--- src/hdl/hff_pkg.sv ---
// Shared types, constants and helpers for the hex field formatter.
// No dependencies; every other file in hdl/ imports this package.
`default_nettype none

package hff_pkg;

    // Field limits
    localparam int MAX_WIDTH  = 64;
    localparam int VALUE_BITS = 32;
    localparam int VAL_IN_W   = 32;
    localparam int PREC_MAX   = MAX_WIDTH - 2;

    // Digit datapath sizing
    localparam int USED_BITS  = (VALUE_BITS < VAL_IN_W) ? VALUE_BITS : VAL_IN_W;
    localparam int NIB_COUNT  = (USED_BITS + 3) / 4;
    localparam int VAL_W      = NIB_COUNT * 4;
    localparam int NIB_W      = (NIB_COUNT > 1) ? $clog2(NIB_COUNT) : 1;
    localparam int CNT_W      = 7;

    // Queue between front and back
    localparam int Q_DEPTH    = 2;
    localparam int Q_PTR_W    = 1;
    localparam int Q_CNT_W    = 2;

    // Character codes
    localparam logic [7:0] CH_SPACE = 8'h20;
    localparam logic [7:0] CH_ZERO  = 8'h30;
    localparam logic [7:0] CH_X_LO  = 8'h78;
    localparam logic [7:0] CH_X_UP  = 8'h58;
    localparam logic [7:0] CH_A_LO  = 8'h61;
    localparam logic [7:0] CH_A_UP  = 8'h41;

    typedef struct packed {
        logic [VAL_IN_W-1:0] value;
        logic [6:0]          field_width;
        logic                has_precision;
        logic [5:0]          min_digits;
        logic                alt_form;
        logic                zero_pad;
        logic                left_align;
        logic                upper_case;
    } t_in_item;

    typedef struct packed {
        logic [7:0] out_char;
        logic       is_last;
        logic [6:0] total_chars;
    } t_out_item;

    // Classified item: segment boundaries as running character positions
    typedef struct packed {
        logic [VAL_W-1:0] value;
        logic             upper;
        logic [CNT_W-1:0] end_lead;
        logic [CNT_W-1:0] end_prefix;
        logic [CNT_W-1:0] end_zeros;
        logic [CNT_W-1:0] end_digits;
        logic [CNT_W-1:0] total;
    } t_desc;

    // Map one nibble to its ASCII hex digit
    function automatic logic [7:0] hex_char(input logic [3:0] nib, input logic up);
        logic [7:0] base;
        begin
            base = up ? CH_A_UP : CH_A_LO;
            if (nib < 4'd10) begin
                hex_char = CH_ZERO + {4'd0, nib};
            end else begin
                hex_char = base + {4'd0, nib} - 8'd10;
            end
        end
    endfunction

endpackage

`default_nettype wire

--- src/hdl/hff_front.sv ---
// Front stage: accepts input transactions and classifies them into segment boundaries.
// Depends on hff_pkg.
`default_nettype none

module hff_front (
    input  wire              i_clk,
    input  wire              i_rst_n,
    input  wire              i_valid,
    output logic             o_stall,
    input  hff_pkg::t_in_item i_data,
    output logic             o_push,
    input  wire              i_full,
    output hff_pkg::t_desc   o_desc
);
    import hff_pkg::*;

    logic             r_valid;
    t_desc            r_desc;
    t_desc            n_desc;

    logic [VAL_W-1:0] v;
    logic [CNT_W-1:0] w;
    logic [5:0]       p6;
    logic [CNT_W-1:0] prec;
    logic [CNT_W-1:0] ndig;
    logic [CNT_W-1:0] digits;
    logic [CNT_W-1:0] body;
    logic [CNT_W-1:0] pad;
    logic [CNT_W-1:0] lead;
    logic [CNT_W-1:0] zeros;
    logic [CNT_W-1:0] trail;
    logic [CNT_W-1:0] pre2;
    logic             vz;
    logic             blank;
    logic             accept;

    // Classify the incoming item
    always_comb begin
        v = '0;
        v[USED_BITS-1:0] = i_data.value[USED_BITS-1:0];
        vz = (v == '0);

        w  = (i_data.field_width > CNT_W'(MAX_WIDTH)) ? CNT_W'(MAX_WIDTH)
                                                      : i_data.field_width;
        p6 = (i_data.min_digits > 6'(PREC_MAX)) ? 6'(PREC_MAX) : i_data.min_digits;
        prec = i_data.has_precision ? {1'b0, p6} : '0;

        // Count significant hex digits, at least one
        ndig = CNT_W'(1);
        for (int k = 1; k < NIB_COUNT; k++) begin
            if (v[k*4 +: 4] != 4'd0) begin
                ndig = CNT_W'(k + 1);
            end
        end

        blank  = i_data.has_precision && (prec == '0) && vz;
        pre2   = (i_data.alt_form && !vz) ? CNT_W'(2) : '0;
        digits = (prec > ndig) ? prec : ndig;
        body   = digits + pre2;
        pad    = (w > body) ? (w - body) : '0;

        lead  = (!i_data.left_align && (!i_data.zero_pad || i_data.has_precision))
                ? pad : '0;
        zeros = ((!i_data.left_align && i_data.zero_pad && !i_data.has_precision)
                 ? pad : '0) + ((prec > ndig) ? (prec - ndig) : '0);
        trail = i_data.left_align ? pad : '0;

        // Zero value with precision zero prints only the width in spaces
        if (blank) begin
            lead  = w;
            pre2  = '0;
            zeros = '0;
            ndig  = '0;
            trail = '0;
        end

        n_desc.value      = v;
        n_desc.upper      = i_data.upper_case;
        n_desc.end_lead   = lead;
        n_desc.end_prefix = lead + pre2;
        n_desc.end_zeros  = lead + pre2 + zeros;
        n_desc.end_digits = lead + pre2 + zeros + ndig;
        n_desc.total      = lead + pre2 + zeros + ndig + trail;
    end

    assign o_stall = r_valid && i_full;
    assign accept  = i_valid && !o_stall;
    assign o_push  = r_valid && !i_full;
    assign o_desc  = r_desc;

    // Hold the classified transaction until the queue takes it
    always_ff @(posedge i_clk) begin
        if (!i_rst_n) begin
            r_valid <= 1'b0;
        end else if (accept) begin
            r_valid <= 1'b1;
        end else if (o_push) begin
            r_valid <= 1'b0;
        end
    end

    always_ff @(posedge i_clk) begin
        if (accept) begin
            r_desc <= n_desc;
        end
    end

endmodule

`default_nettype wire

--- src/hdl/hff_queue.sv ---
// Two-entry queue that decouples the classifier from the character sequencer.
// Depends on hff_pkg.
`default_nettype none

module hff_queue (
    input  wire             i_clk,
    input  wire             i_rst_n,
    input  wire             i_push,
    input  hff_pkg::t_desc  i_desc,
    output logic            o_full,
    input  wire             i_pop,
    output logic            o_empty,
    output hff_pkg::t_desc  o_desc
);
    import hff_pkg::*;

    t_desc              r_mem [Q_DEPTH];
    logic [Q_PTR_W-1:0] r_wr_ptr;
    logic [Q_PTR_W-1:0] r_rd_ptr;
    logic [Q_CNT_W-1:0] r_count;

    assign o_full  = (r_count == Q_CNT_W'(Q_DEPTH));
    assign o_empty = (r_count == '0);
    assign o_desc  = r_mem[r_rd_ptr];

    // Advance pointers and occupancy
    always_ff @(posedge i_clk) begin
        if (!i_rst_n) begin
            r_wr_ptr <= '0;
            r_rd_ptr <= '0;
            r_count  <= '0;
        end else begin
            if (i_push) begin
                r_wr_ptr <= r_wr_ptr + 1'b1;
            end
            if (i_pop) begin
                r_rd_ptr <= r_rd_ptr + 1'b1;
            end
            if (i_push && !i_pop) begin
                r_count <= r_count + 1'b1;
            end else if (!i_push && i_pop) begin
                r_count <= r_count - 1'b1;
            end
        end
    end

    // Store entries
    always_ff @(posedge i_clk) begin
        if (i_push) begin
            r_mem[r_wr_ptr] <= i_desc;
        end
    end

`ifndef SYNTHESIS
    a_no_overflow: assert property (@(posedge i_clk) disable iff (!i_rst_n)
        !(i_push && o_full))
        else $error("queue push while full");
    a_no_underflow: assert property (@(posedge i_clk) disable iff (!i_rst_n)
        !(i_pop && o_empty))
        else $error("queue pop while empty");
    a_count_in_range: assert property (@(posedge i_clk) disable iff (!i_rst_n)
        r_count <= Q_CNT_W'(Q_DEPTH))
        else $error("queue occupancy past depth");
`endif

endmodule

`default_nettype wire

--- src/hdl/hff_back.sv ---
// Back stage: walks one classified item and emits a character per cycle unless the output stalls.
// Depends on hff_pkg.
`default_nettype none

module hff_back (
    input  wire               i_clk,
    input  wire               i_rst_n,
    input  wire               i_empty,
    output logic              o_pop,
    input  hff_pkg::t_desc    i_desc,
    output logic              o_valid,
    input  wire               i_stall,
    output hff_pkg::t_out_item o_data
);
    import hff_pkg::*;

    typedef enum logic [1:0] {
        S_IDLE = 2'b01,
        S_EMIT = 2'b10
    } t_state;

    t_state           r_state;
    t_state           n_state;
    t_desc            r_desc;
    logic [CNT_W-1:0] r_pos;
    logic             r_o_valid;
    t_out_item        r_o_data;

    logic             slot_free;
    logic             emit;
    logic             last;
    logic [CNT_W-1:0] dig_off;
    logic [NIB_W-1:0] nib_idx;
    logic [7:0]       ch;

    assign slot_free = !r_o_valid || !i_stall;
    assign o_pop     = (r_state == S_IDLE) && !i_empty;
    assign emit      = (r_state == S_EMIT) && slot_free;
    assign last      = (r_pos + 1'b1) == r_desc.total;

    // Pick the character at the current position
    always_comb begin
        dig_off = r_desc.end_digits - r_pos - 1'b1;
        nib_idx = dig_off[NIB_W-1:0];
        if (r_pos < r_desc.end_lead) begin
            ch = CH_SPACE;
        end else if (r_pos < r_desc.end_prefix) begin
            if (r_pos == r_desc.end_lead) begin
                ch = CH_ZERO;
            end else begin
                ch = r_desc.upper ? CH_X_UP : CH_X_LO;
            end
        end else if (r_pos < r_desc.end_zeros) begin
            ch = CH_ZERO;
        end else if (r_pos < r_desc.end_digits) begin
            ch = hex_char(r_desc.value[nib_idx*4 +: 4], r_desc.upper);
        end else begin
            ch = CH_SPACE;
        end
    end

    // Sequence: take an item, then step through its characters
    always_comb begin
        n_state = r_state;
        case (r_state)
            S_IDLE: begin
                if (o_pop && (i_desc.total != '0)) begin
                    n_state = S_EMIT;
                end
            end
            S_EMIT: begin
                if (emit && last) begin
                    n_state = S_IDLE;
                end
            end
            default: n_state = S_IDLE;
        endcase
    end

    always_ff @(posedge i_clk) begin
        if (!i_rst_n) begin
            r_state   <= S_IDLE;
            r_o_valid <= 1'b0;
        end else begin
            r_state <= n_state;
            if (emit) begin
                r_o_valid <= 1'b1;
            end else if (!i_stall) begin
                r_o_valid <= 1'b0;
            end
        end
    end

    // Load item, advance position, fill output register
    always_ff @(posedge i_clk) begin
        if (o_pop) begin
            r_desc <= i_desc;
            r_pos  <= '0;
        end else if (emit) begin
            r_pos <= r_pos + 1'b1;
        end
        if (emit) begin
            r_o_data.out_char    <= ch;
            r_o_data.is_last     <= last;
            r_o_data.total_chars <= last ? r_desc.total : '0;
        end
    end

    assign o_valid = r_o_valid;
    assign o_data  = r_o_data;

`ifndef SYNTHESIS
    a_pos_in_range: assert property (@(posedge i_clk) disable iff (!i_rst_n)
        (r_state == S_EMIT) |-> (r_pos < r_desc.total))
        else $error("character position past item end");
    a_total_on_last: assert property (@(posedge i_clk) disable iff (!i_rst_n)
        o_valid |-> (o_data.is_last == (o_data.total_chars != '0)))
        else $error("total count not tied to last character");
    a_done_goes_idle: assert property (@(posedge i_clk) disable iff (!i_rst_n)
        (emit && last) |=> (r_state == S_IDLE))
        else $error("sequencer did not finish after last character");
`endif

endmodule

`default_nettype wire

--- src/hdl/hex_field_formatter.sv ---
// Hex field formatter: printf %x/%X conversion, one character per output transaction.
// An accepted item is held in the front stage register, then in a queue entry, then in
// the sequencer's item register; each character is registered at the output. The
// sequencer keeps an item until its last character goes out; empty items are dropped.
// A two-entry queue lets the next item be accepted and classified meanwhile.
// Reset: synchronous active-low i_rst_n empties the queue and clears all valid flags.
`default_nettype none

module hex_field_formatter (
    input  wire                 i_clk,
    input  wire                 i_rst_n,
    input  wire                 i_valid,
    output logic                o_stall,
    input  hff_pkg::t_in_item   i_data,
    output logic                o_valid,
    input  wire                 i_stall,
    output hff_pkg::t_out_item  o_data
);
    import hff_pkg::*;

    logic  push;
    logic  pop;
    logic  full;
    logic  empty;
    t_desc front_desc;
    t_desc queue_desc;

    hff_front u_front (
        .i_clk   (i_clk),
        .i_rst_n (i_rst_n),
        .i_valid (i_valid),
        .o_stall (o_stall),
        .i_data  (i_data),
        .o_push  (push),
        .i_full  (full),
        .o_desc  (front_desc)
    );

    hff_queue u_queue (
        .i_clk   (i_clk),
        .i_rst_n (i_rst_n),
        .i_push  (push),
        .i_desc  (front_desc),
        .o_full  (full),
        .i_pop   (pop),
        .o_empty (empty),
        .o_desc  (queue_desc)
    );

    hff_back u_back (
        .i_clk   (i_clk),
        .i_rst_n (i_rst_n),
        .i_empty (empty),
        .o_pop   (pop),
        .i_desc  (queue_desc),
        .o_valid (o_valid),
        .i_stall (i_stall),
        .o_data  (o_data)
    );

endmodule

`default_nettype wire
--- config.mk ---
export PLATFORM = sky130hd
export DESIGN_NAME = hex_field_formatter
export DESIGN_NICKNAME = d
export VERILOG_FILES = /design/src/hdl/hff_pkg.sv /design/src/hdl/hff_front.sv /design/src/hdl/hff_queue.sv /design/src/hdl/hff_back.sv /design/src/hdl/hex_field_formatter.sv
export SDC_FILE = /design/constraint.sdc
export NUM_CORES = 1
export LEC_CHECK = 0
export BUFFER_PORTS_ARGS = -buffer_cell sky130_fd_sc_hd__buf_2
export CAP_MARGIN = 15
export CORE_ASPECT_RATIO = 0.5
export CORE_MARGIN = 5
export CORE_UTILIZATION = 31
export DETAILED_ROUTE_END_ITERATION = 6
export HOLD_SLACK_MARGIN = 0.03
export PLACE_DENSITY = 0.5
export SLEW_MARGIN = 10
export SYNTH_ARGS = -nofsm -noshare
export SYNTH_HDL_FRONTEND = slang
export SYNTH_HIERARCHICAL = 1
export SYNTH_SLANG_ARGS = --single-unit
--- constraint.sdc ---
create_clock -name i_clk -period 21.1 [get_ports i_clk]
set_input_delay 1.055 -clock i_clk [delete_from_list [all_inputs] [get_ports i_clk]]
set_output_delay 1.055 -clock i_clk [all_outputs]
set_load 0.02 [all_outputs]
Yosys cells after proc, flatten, opt, wreduce, memory -nomap -nowiden:

Memories as Yosys holds them, arrays and structs flattened. A register that Yosys moved wholly into a read port is not among the register bits.
Index checks and enable logic that the tools add are counted.

* eq/ne operators: 8
* reductions and logical operators: 42
* add/subtract/negate cells: 18
* $lt $le $gt $ge: 9
* multiplexer cells: 42
* shifts and indexed selects: 1

Operators by type and width (count)
* $mux W7: 11
* $mux W8: 5
* $add A7 B7 Y7: 5
* $logic_not A32 Y1: 1
* $shiftx A32 B6 Y4: 1
* $lt A7 B7 Y1: 4
* $reduce_bool A4 Y1: 7
* $mux W6: 4
* $logic_and A1 B1 Y1: 15
* $eq A7 B7 Y1: 2
* $mux W2: 7
* $mux W3: 4
* $logic_not A1 Y1: 11
* $add A8 B4 Y8: 1
* $mux W1: 8
* $mux W4: 2
* $sub A8 B4 Y8 const B: 1
* $add A6 B4 Y7 const A: 1
* $add A7 B1 Y7 const B: 1
* $add A7 B4 Y7: 1
* $gt A7 B4 Y1: 1
* $gt A7 B7 Y1: 1
* $gt A7 B7 Y1 const B: 1
* $logic_not A7 Y1: 1
* other kinds (19): 24

* output and inout bits: 18
* input port bits: 54
* memories: 1
* logic and storage cells: 145
* memory bits (writable): 136
* register bits after elaboration: 167

Memory list
* u_queue.r_mem: words 2, width 68, read ports 1, clocked after memory_dff 1, write ports 1, RTL line hff_queue.sv:17 `t_desc r_mem [Q_DEPTH];`

Longest topological paths before layout:

Gate-level depths: netlist of run 1.

* depth in word-level cells: 19
* gate-level depth with buffers: 40
* mapped depth without buffers: 40

Hierarchy:

The synthesis of run 1 kept the hierarchy.

By module, submodules not included
* hff_queue: area an instance 5213.8 µm², cells each 234, instances 1
* hff_front: area an instance 4381.7 µm², cells each 377, instances 1
* hff_back: area an instance 4264.1 µm², cells each 294, instances 1

Worst setup path after synthesis of run 1:

Ideal clock, no wire load.

* kind: input port to flip-flop
* start point: in i_data[23] in the netlist's numbering
* end point: reg u_front.r_desc (netlist bit u_front/o_desc[6]) (data pin)
* data arrival time: 8.111 ns
* stages: 39
* setup time: 0.268 ns
* path slack: 12.722 ns
* path through: nor4_1 nand2_2 nand3_1 nand3_1 nand2_1 ha_1 nor2b_1 o31a_1 o21ai_0 nand2_1 o21ai_0 ha_1 ha_1 o2111ai_1 xnor2_1 nand2_1 ha_1 inv_1 [... 3 more ...] nor2_1 fa_1 nand2_1 inv_1 ha_1 a21o_1 a21oi_1 xnor2_1 ha_1 o21ai_0 nand2b_1 xor2_1 ha_1 inv_1 o21bai_1 a21oi_1 xnor3_2 xnor3_1

RTL lines
* start, declared: RTL line hex_field_formatter.sv:14 `input hff_pkg::t_in_item i_data,`
* end signal, assigned: RTL line hff_front.sv:104 `r_desc <= n_desc;`
* end, declared: RTL line hff_front.sv:18 `t_desc r_desc;`

==> results of run 1 <==
[worst max-delay path by stage]
stage | startpoint | cells after the start | endpoint
2_1_floorplan | i_data[23] | 39 | u_front/o_desc[6]$_DFFE_PP_
3_3_place_gp | i_data[31] | 38 | u_front/o_desc[6]$_DFFE_PP_
3_5_place_dp | i_data[43] | 38 | u_front/o_desc[6]$_DFFE_PP_
4_1_cts | i_data[43] | 36 | u_front/o_desc[6]$_DFFE_PP_
5_1_grt | i_data[43] | 38 | u_front/o_desc[6]$_DFFE_PP_
6_report | i_data[23] | 38 | u_front/o_desc[6]$_DFFE_PP_
[cell usage in the layout, fill, tap and decap left out, types with 5 or more instances in the layout]
master     instances
nor4_1             5
a21oi_1           29
clkinv_2           7
nand2_1           35
bufinv_16          5
a31oi_1            5
clkbuf_16         31
buf_4              7
and2_1            18
mux2_2            49
buf_2             70
xnor2_1           29
mux2_4            20
xor2_1            19
mux4_2             5
o21ai_0           15
clkinv_1           7
ha_1              67
a21o_1             9
nand3_1           15
diode_2            5
fa_1               7
mux2i_1           11
nor2_1            48
inv_1             59
o21bai_1           6
nand4_1           11
a211oi_1           5
dfxtp_1           15
nor2b_1           15
nand2b_1           6
edfxtp_1         286
[per-stage QoR]
step | power [mW] | worst slack (ns) | cell area (um2)
2_1_floorplan | 1.26 | 12.72 | 13900
3_5_place_dp | 1.40 | 11.46 | 14900
6_report | 1.92 | 11.96 | 15900
3_3_place_gp | 1.39 | 11.67 | 14900
5_1_grt | 2.02 | 11.20 | 15900
4_1_cts | 1.95 | 12.02 | 15900
[power by group]
group / switching (mW) / internal, mW / total (mW)
clock: 0.212 / 0.326 / 0.538
combinational: 0.294 / 0.218 / 0.512
sequential: 0.0559 / 0.815 / 0.871
total: 0.562 / 1.36 / 1.92
[per-layer routing]
layer  part of all wire  global-route usage
met1               0.48               0.165
met2               0.47               0.187
met3              0.034              0.0201
met4              0.024              0.0300
met5            0.00069                   0
[kinds of logic (layout without fill, tap and decap cells)]
family	count (synthesis)	in the layout
AO/OA/AOI/OAI	112	112
other	1	6
XOR/XNOR	55	55
adder cells (fa/ha/maj)	74	74
buffers and inverters	83	193
AND/OR/NAND/NOR	192	192
flip-flops	302	302
multiplexers	86	86
[registers in the layout, summed over array words and instances (netlist names), named ones only]
signal            count
u_back/r_state        2
u_back/r_pos          7
u_back/r_desc        68
u_front/o_desc       67
u_back/o_valid        1
u_queue/r_mem       136
u_queue/r_rd_ptr      1
u_queue/r_wr_ptr      1
u_back/o_data        15
u_front/r_valid       1
u_queue/r_count       2
[cell type report]
class / instances / area (um2)
diodes: 5 / 12.5
clock buffers: 34 / 787
clock inverters: 20 / 219
fillers: 4146 / 28000
inverters: 62 / 238
multi-input cells: 520 / 4590
flip-flops and latches: 302 / 8910
well taps: 588 / 736
repair buffers: 77 / 403
[cells in the mapped netlist, types with 6 or more instances]
| library cell | instances |
|---|---|
| o21bai_1 | 6 |
| o21ai_0 | 15 |
| inv_1 | 59 |
| nor2b_1 | 17 |
| xor2_1 | 19 |
| mux2_2 | 49 |
| nand3_1 | 15 |
| ha_1 | 67 |
| nand2b_1 | 6 |
| nor2_1 | 48 |
| dfxtp_1 | 16 |
| a21oi_1 | 30 |
| nand2_1 | 35 |
| fa_1 | 7 |
| xnor2_1 | 29 |
| a21o_1 | 9 |
| and2_1 | 19 |
| buf_2 | 7 |
| edfxtp_1 | 286 |
| mux2_4 | 20 |
| nand4_1 | 11 |
| mux2i_1 | 11 |
==> flow_summary.yaml, run 1 <==
clock_network:
  clock-sinks: 302
  cts.reportedPaths.clkPinSlew_ns: 0.06
  postCtsSetupBuffers: 0
  cts_buffers: 30
  cts_root_buffer: "clkbuf_16"
  hold_buffers: 0
  h-tree-depth: 1
  clock_path_buffers: 3
  cts-resized-gates: 0
  cts_tree: "built"
  clock_latency_ns: 0.54
floorplan:
  floorplan.initialDensity: 0.316
  dieArea_um2: 49300
  die_width_um: 309
  ios: 72
  std_cell_rows: 54
  core-area_um2: 43800
  chipHeight_um: 160
synth:
  ys_async_sr_fraction: 0
  synth_mux_area_frac: 0.0794
  yosys.area_share.simple: 0.0812
  synthFlopType: "edfxtp_1"
  synth-edff-count: 286
  synth_top_family_by_area: "simple AND/OR/NAND/NOR gates"
  synth.area.top_cells: "edfxtp_1 62%, ha_1 6.0%, mux2_2 4.0%"
  synthesis.area_um2: 13900
  synth_top_area_cell: "edfxtp_1"
  syn_area_per_cell_um2: 15.3
  netlist.area_leader.share: 0.620
  synth-xor-area-share: 0.0417
  synth_cell_types: 88
  yosysSeqAreaShare: 0.643
  synth-seq-cells: 302
  synthAdderAreaFrac: 0.0706
  synthesis.nets: 1033
  synth-compound-area-share: 0.0560
  synthCells: 905
  ys_warn_count: 6
critical_path:
  crit_arrival_ns: 9.42
  max_stage_delay_ns: 0.58
  cp-end-kind: "flip-flop"
  path_class: "input port to flip-flop"
  crit_buf_inv: 3
  ff2ff_setup_slack_ns: 17.07
  required_ns: 21.38
  reg2regPathDepth: 9
  path_common_cell: "ha_1"
  cp_max_fo: 8
  rr_endpoint: "u_back/o_data[12]$_SDFFCE_PP0P_"
  critPathTopFamily: "adder cells"
  cpMaxStageDelayCell: "nor4_1"
  start_kind: "input port"
  r2r-start: "u_back/r_pos[0]$_SDFFE_PP0P_"
timing:
  hold_viol: 0
  fin_crit_ns: 9.14
  layout_worst_path_cycle_share: 0.433
  tightest_slew_ns: 1.07
  rsz0062_at_grt: "no"
  fin_hold_ws_ns: 0.443
  fin_worst_skew_ns: 0.0102
  slew_viol_final: 0
  finalSetupViolCount: 0
  slew_headroom: 0.288
  fin_tns_setup_ns: 0
  fmax_mhz: 109
global_route:
  first_global_vias: 7925
  grt_start_max_net_pins: 70
  grt-ovfl-total: 0
  grt_usage: 0.117
  grt_pass1_wl_mm: 45.4
  antenna_found_initial: 7
run:
  cap_violations: 0
run_status:
  run_status: "finished, final reports clean"
placement:
  io_buffers: 70
  gp_congestion: 0.801
  dp_cells: 1549
  dp_hpwl_mm: 20.2
detailed_routing:
  vias_per_cell: 4.67
  drt_iter0_markers: 411
  final_antenna_net_count: 0
  routed_wl_mm: 28.9
  drc: 0
  drtPass1Iterations: 5
  via_count: 7517
  wire_per_inst_um: 18.0
min_path:
  hold_path_end: "u_queue/r_mem[1][65]$_DFFE_PP_"
  hold_class: "flip-flop to flip-flop"
  hold_depth: 0
  min_from: "u_front/o_desc[65]$_DFFE_PP_"
finish:
  finalNonFillerCells: 1608
  drive_gt1_frac: 0.230
  final_util: 0.362
  syn2layout_area_growth_pct: 14.7
  fin_nets: 1121
power:
  power_leakage_nw: 5.93
  power.density_nw_per_um2: 121
  ir_worst_vdd_mv: 0.0595
Power figures use the tool's default switching activity.
==> run 2: changes to the inputs <==
clock period = 8.6 ns   (was 21.1 ns; I/O delays follow)
==> run 2 against run 1 <==
Combinational power increased by 150%; global-route usage increased by 0.25 points; power increased by 150%; final cell count increased by 0.31%; worst setup slack got worse by 11 ns; die area unchanged; highest routed layer unchanged; largest cell class unchanged; clock power increased to 2.5 times the previous value.
==> flow_summary.yaml, run 2 (synthesis results as in run 1) <==
detailed_routing:
  drt_iter0_markers: 418
  vias_per_cell: 4.64
  routed_wl_mm: 29.2
  drtPass1Iterations: 5
  final_antenna_net_count: 0
  via_count: 7483
  drc: 0
  wire_per_inst_um: 18.1
critical_path:
  critPathTopFamily: "adder cells"
  crit_arrival_ns: 8.30
  max_stage_delay_ns: 0.42
  cp-end-kind: "flip-flop"
  required_ns: 8.84
  cpMaxStageDelayCell: "fa_1"
  path_common_cell: "ha_1"
  ff2ff_setup_slack_ns: 4.64
  start_kind: "input port"
  crit_buf_inv: 5
  path_class: "input port to flip-flop"
  cp_max_fo: 8
timing:
  fmax_mhz: 124
  layout_worst_path_cycle_share: 0.937
  fin_worst_skew_ns: 0.0124
  slew_headroom: 0.274
  fin_crit_ns: 8.06
  slew_viol_final: 0
  fin_hold_ws_ns: 0.129
  hold_viol: 0
  tightest_slew_ns: 1.09
  finalSetupViolCount: 0
floorplan:
  die_width_um: 309
  core-area_um2: 43800
  chipHeight_um: 160
  ios: 72
  std_cell_rows: 54
  floorplan.initialDensity: 0.316
  dieArea_um2: 49300
finish:
  syn2layout_area_growth_pct: 15.4
  n_antenna_cell: 0
  largest-register: "u_queue/r_mem"
  final_util: 0.365
  fin_area_um2: 16000
  layout_common_cells: "286 x edfxtp_1, 70 x buf_2, 67 x ha_1"
  n_fill_cell: 4063
  fin_nets: 1131
  finalNonFillerCells: 1613
  drive_gt1_frac: 0.238
  final_common_cell: "edfxtp_1"
  largest_register_ffs: 136
clock_network:
  cts_buffers: 34
  clock_latency_ns: 0.50
  cts_tree: "built"
  cts-resized-gates: 0
  cts.reportedPaths.clkPinSlew_ns: 0.06
  hold_buffers: 0
  h-tree-depth: 2
  postCtsSetupBuffers: 0
  cts_root_buffer: "clkbuf_16"
  clock_path_buffers: 3
  clock-sinks: 302
placement:
  gp_congestion: 0.809
  io_buffers: 70
  post_dp_cell_area_um2: 14900
  dp_cells: 1555
  dp_hpwl_mm: 20.1
global_route:
  antenna_found_initial: 1
  first_global_vias: 7975
  grt_usage: 0.119
  grt-ovfl-total: 0
  grt_start_max_net_pins: 79
  grt_pass1_wl_mm: 46.3
min_path:
  hold_class: "input port to flip-flop"
power:
  ir_worst_vdd_mv: 0.175
  power_leakage_nw: 5.97
  power_mw: 4.75
  power.density_nw_per_um2: 297
run:
  cap_violations: 0
run_status:
  run_status: "finished, final reports clean"
-- run 2: cell types whose count changed in the layout (fill, tap and decap cells not counted), moves of 2 or more --
cell,change
bufinv_16,-3
a21oi_2,+2
diode_2,-5
clkbuf_16,+4
a21oi_1,-3
inv_6,+3
clkbuf_1,+3
clkinv_2,-5
buf_4,+6
clkinv_1,+2
-- run 2: final timing paths --
path,startpoint,endpoint,cells past startpoint
setup / recovery,i_data[23],u_front/o_desc[6]$_DFFE_PP_,41
hold / removal,i_data[23],u_front/o_desc[41]$_DFFE_PP_,1
setup reg to reg,u_back/r_pos[0]$_SDFFE_PP0P_,u_back/o_data[12]$_SDFFCE_PP0P_,9
hold reg to reg,u_front/o_desc[50]$_DFFE_PP_,u_queue/r_mem[1][50]$_DFFE_PP_,0
-- run 2: through the flow --
stage	setup WS [ns]	setup TNS (ns)
after floorplan	0.847	0
after global placement	0.0876	0
after detailed placement	-0.180	-0.180
after CTS	0.303	0
after global routing	-0.0249	-0.0249
final	0.539	0
-- run 2: layer usage --
metal | routed length, um | global-route usage | vias to the layer above | share of wire
li1 | - | - | 3598 | -
met1 | 13700 | 0.164 | 3684 | 0.47
met5 | 7 | 0 | - | 0.00024
met3 | 1120 | 0.0193 | 48 | 0.038
met4 | 584 | 0.0302 | 2 | 0.020
met2 | 13900 | 0.198 | 151 | 0.47
-- run 2: power breakdown --
part / leakage [nW] / internal, mW / switching, mW / total (mW)
Clock: 0.502 / 0.803 / 0.546 / 1.35
Sequential: 2.81 / 2.00 / 0.142 / 2.15
Combinational: 2.66 / 0.535 / 0.724 / 1.26
-- run 2: cell type report --
class                           instances  area [um2]  area share
Sequential cell                       302        8910       0.557
Multi-Input combinational cell        520        4630       0.289
Clock buffer                           41         898      0.0562
Tap cell                              588         736      0.0460
Timing Repair Buffer                   83         448      0.0280
Inverter                               62         238      0.0149
Clock inverter                         17         138     0.00860
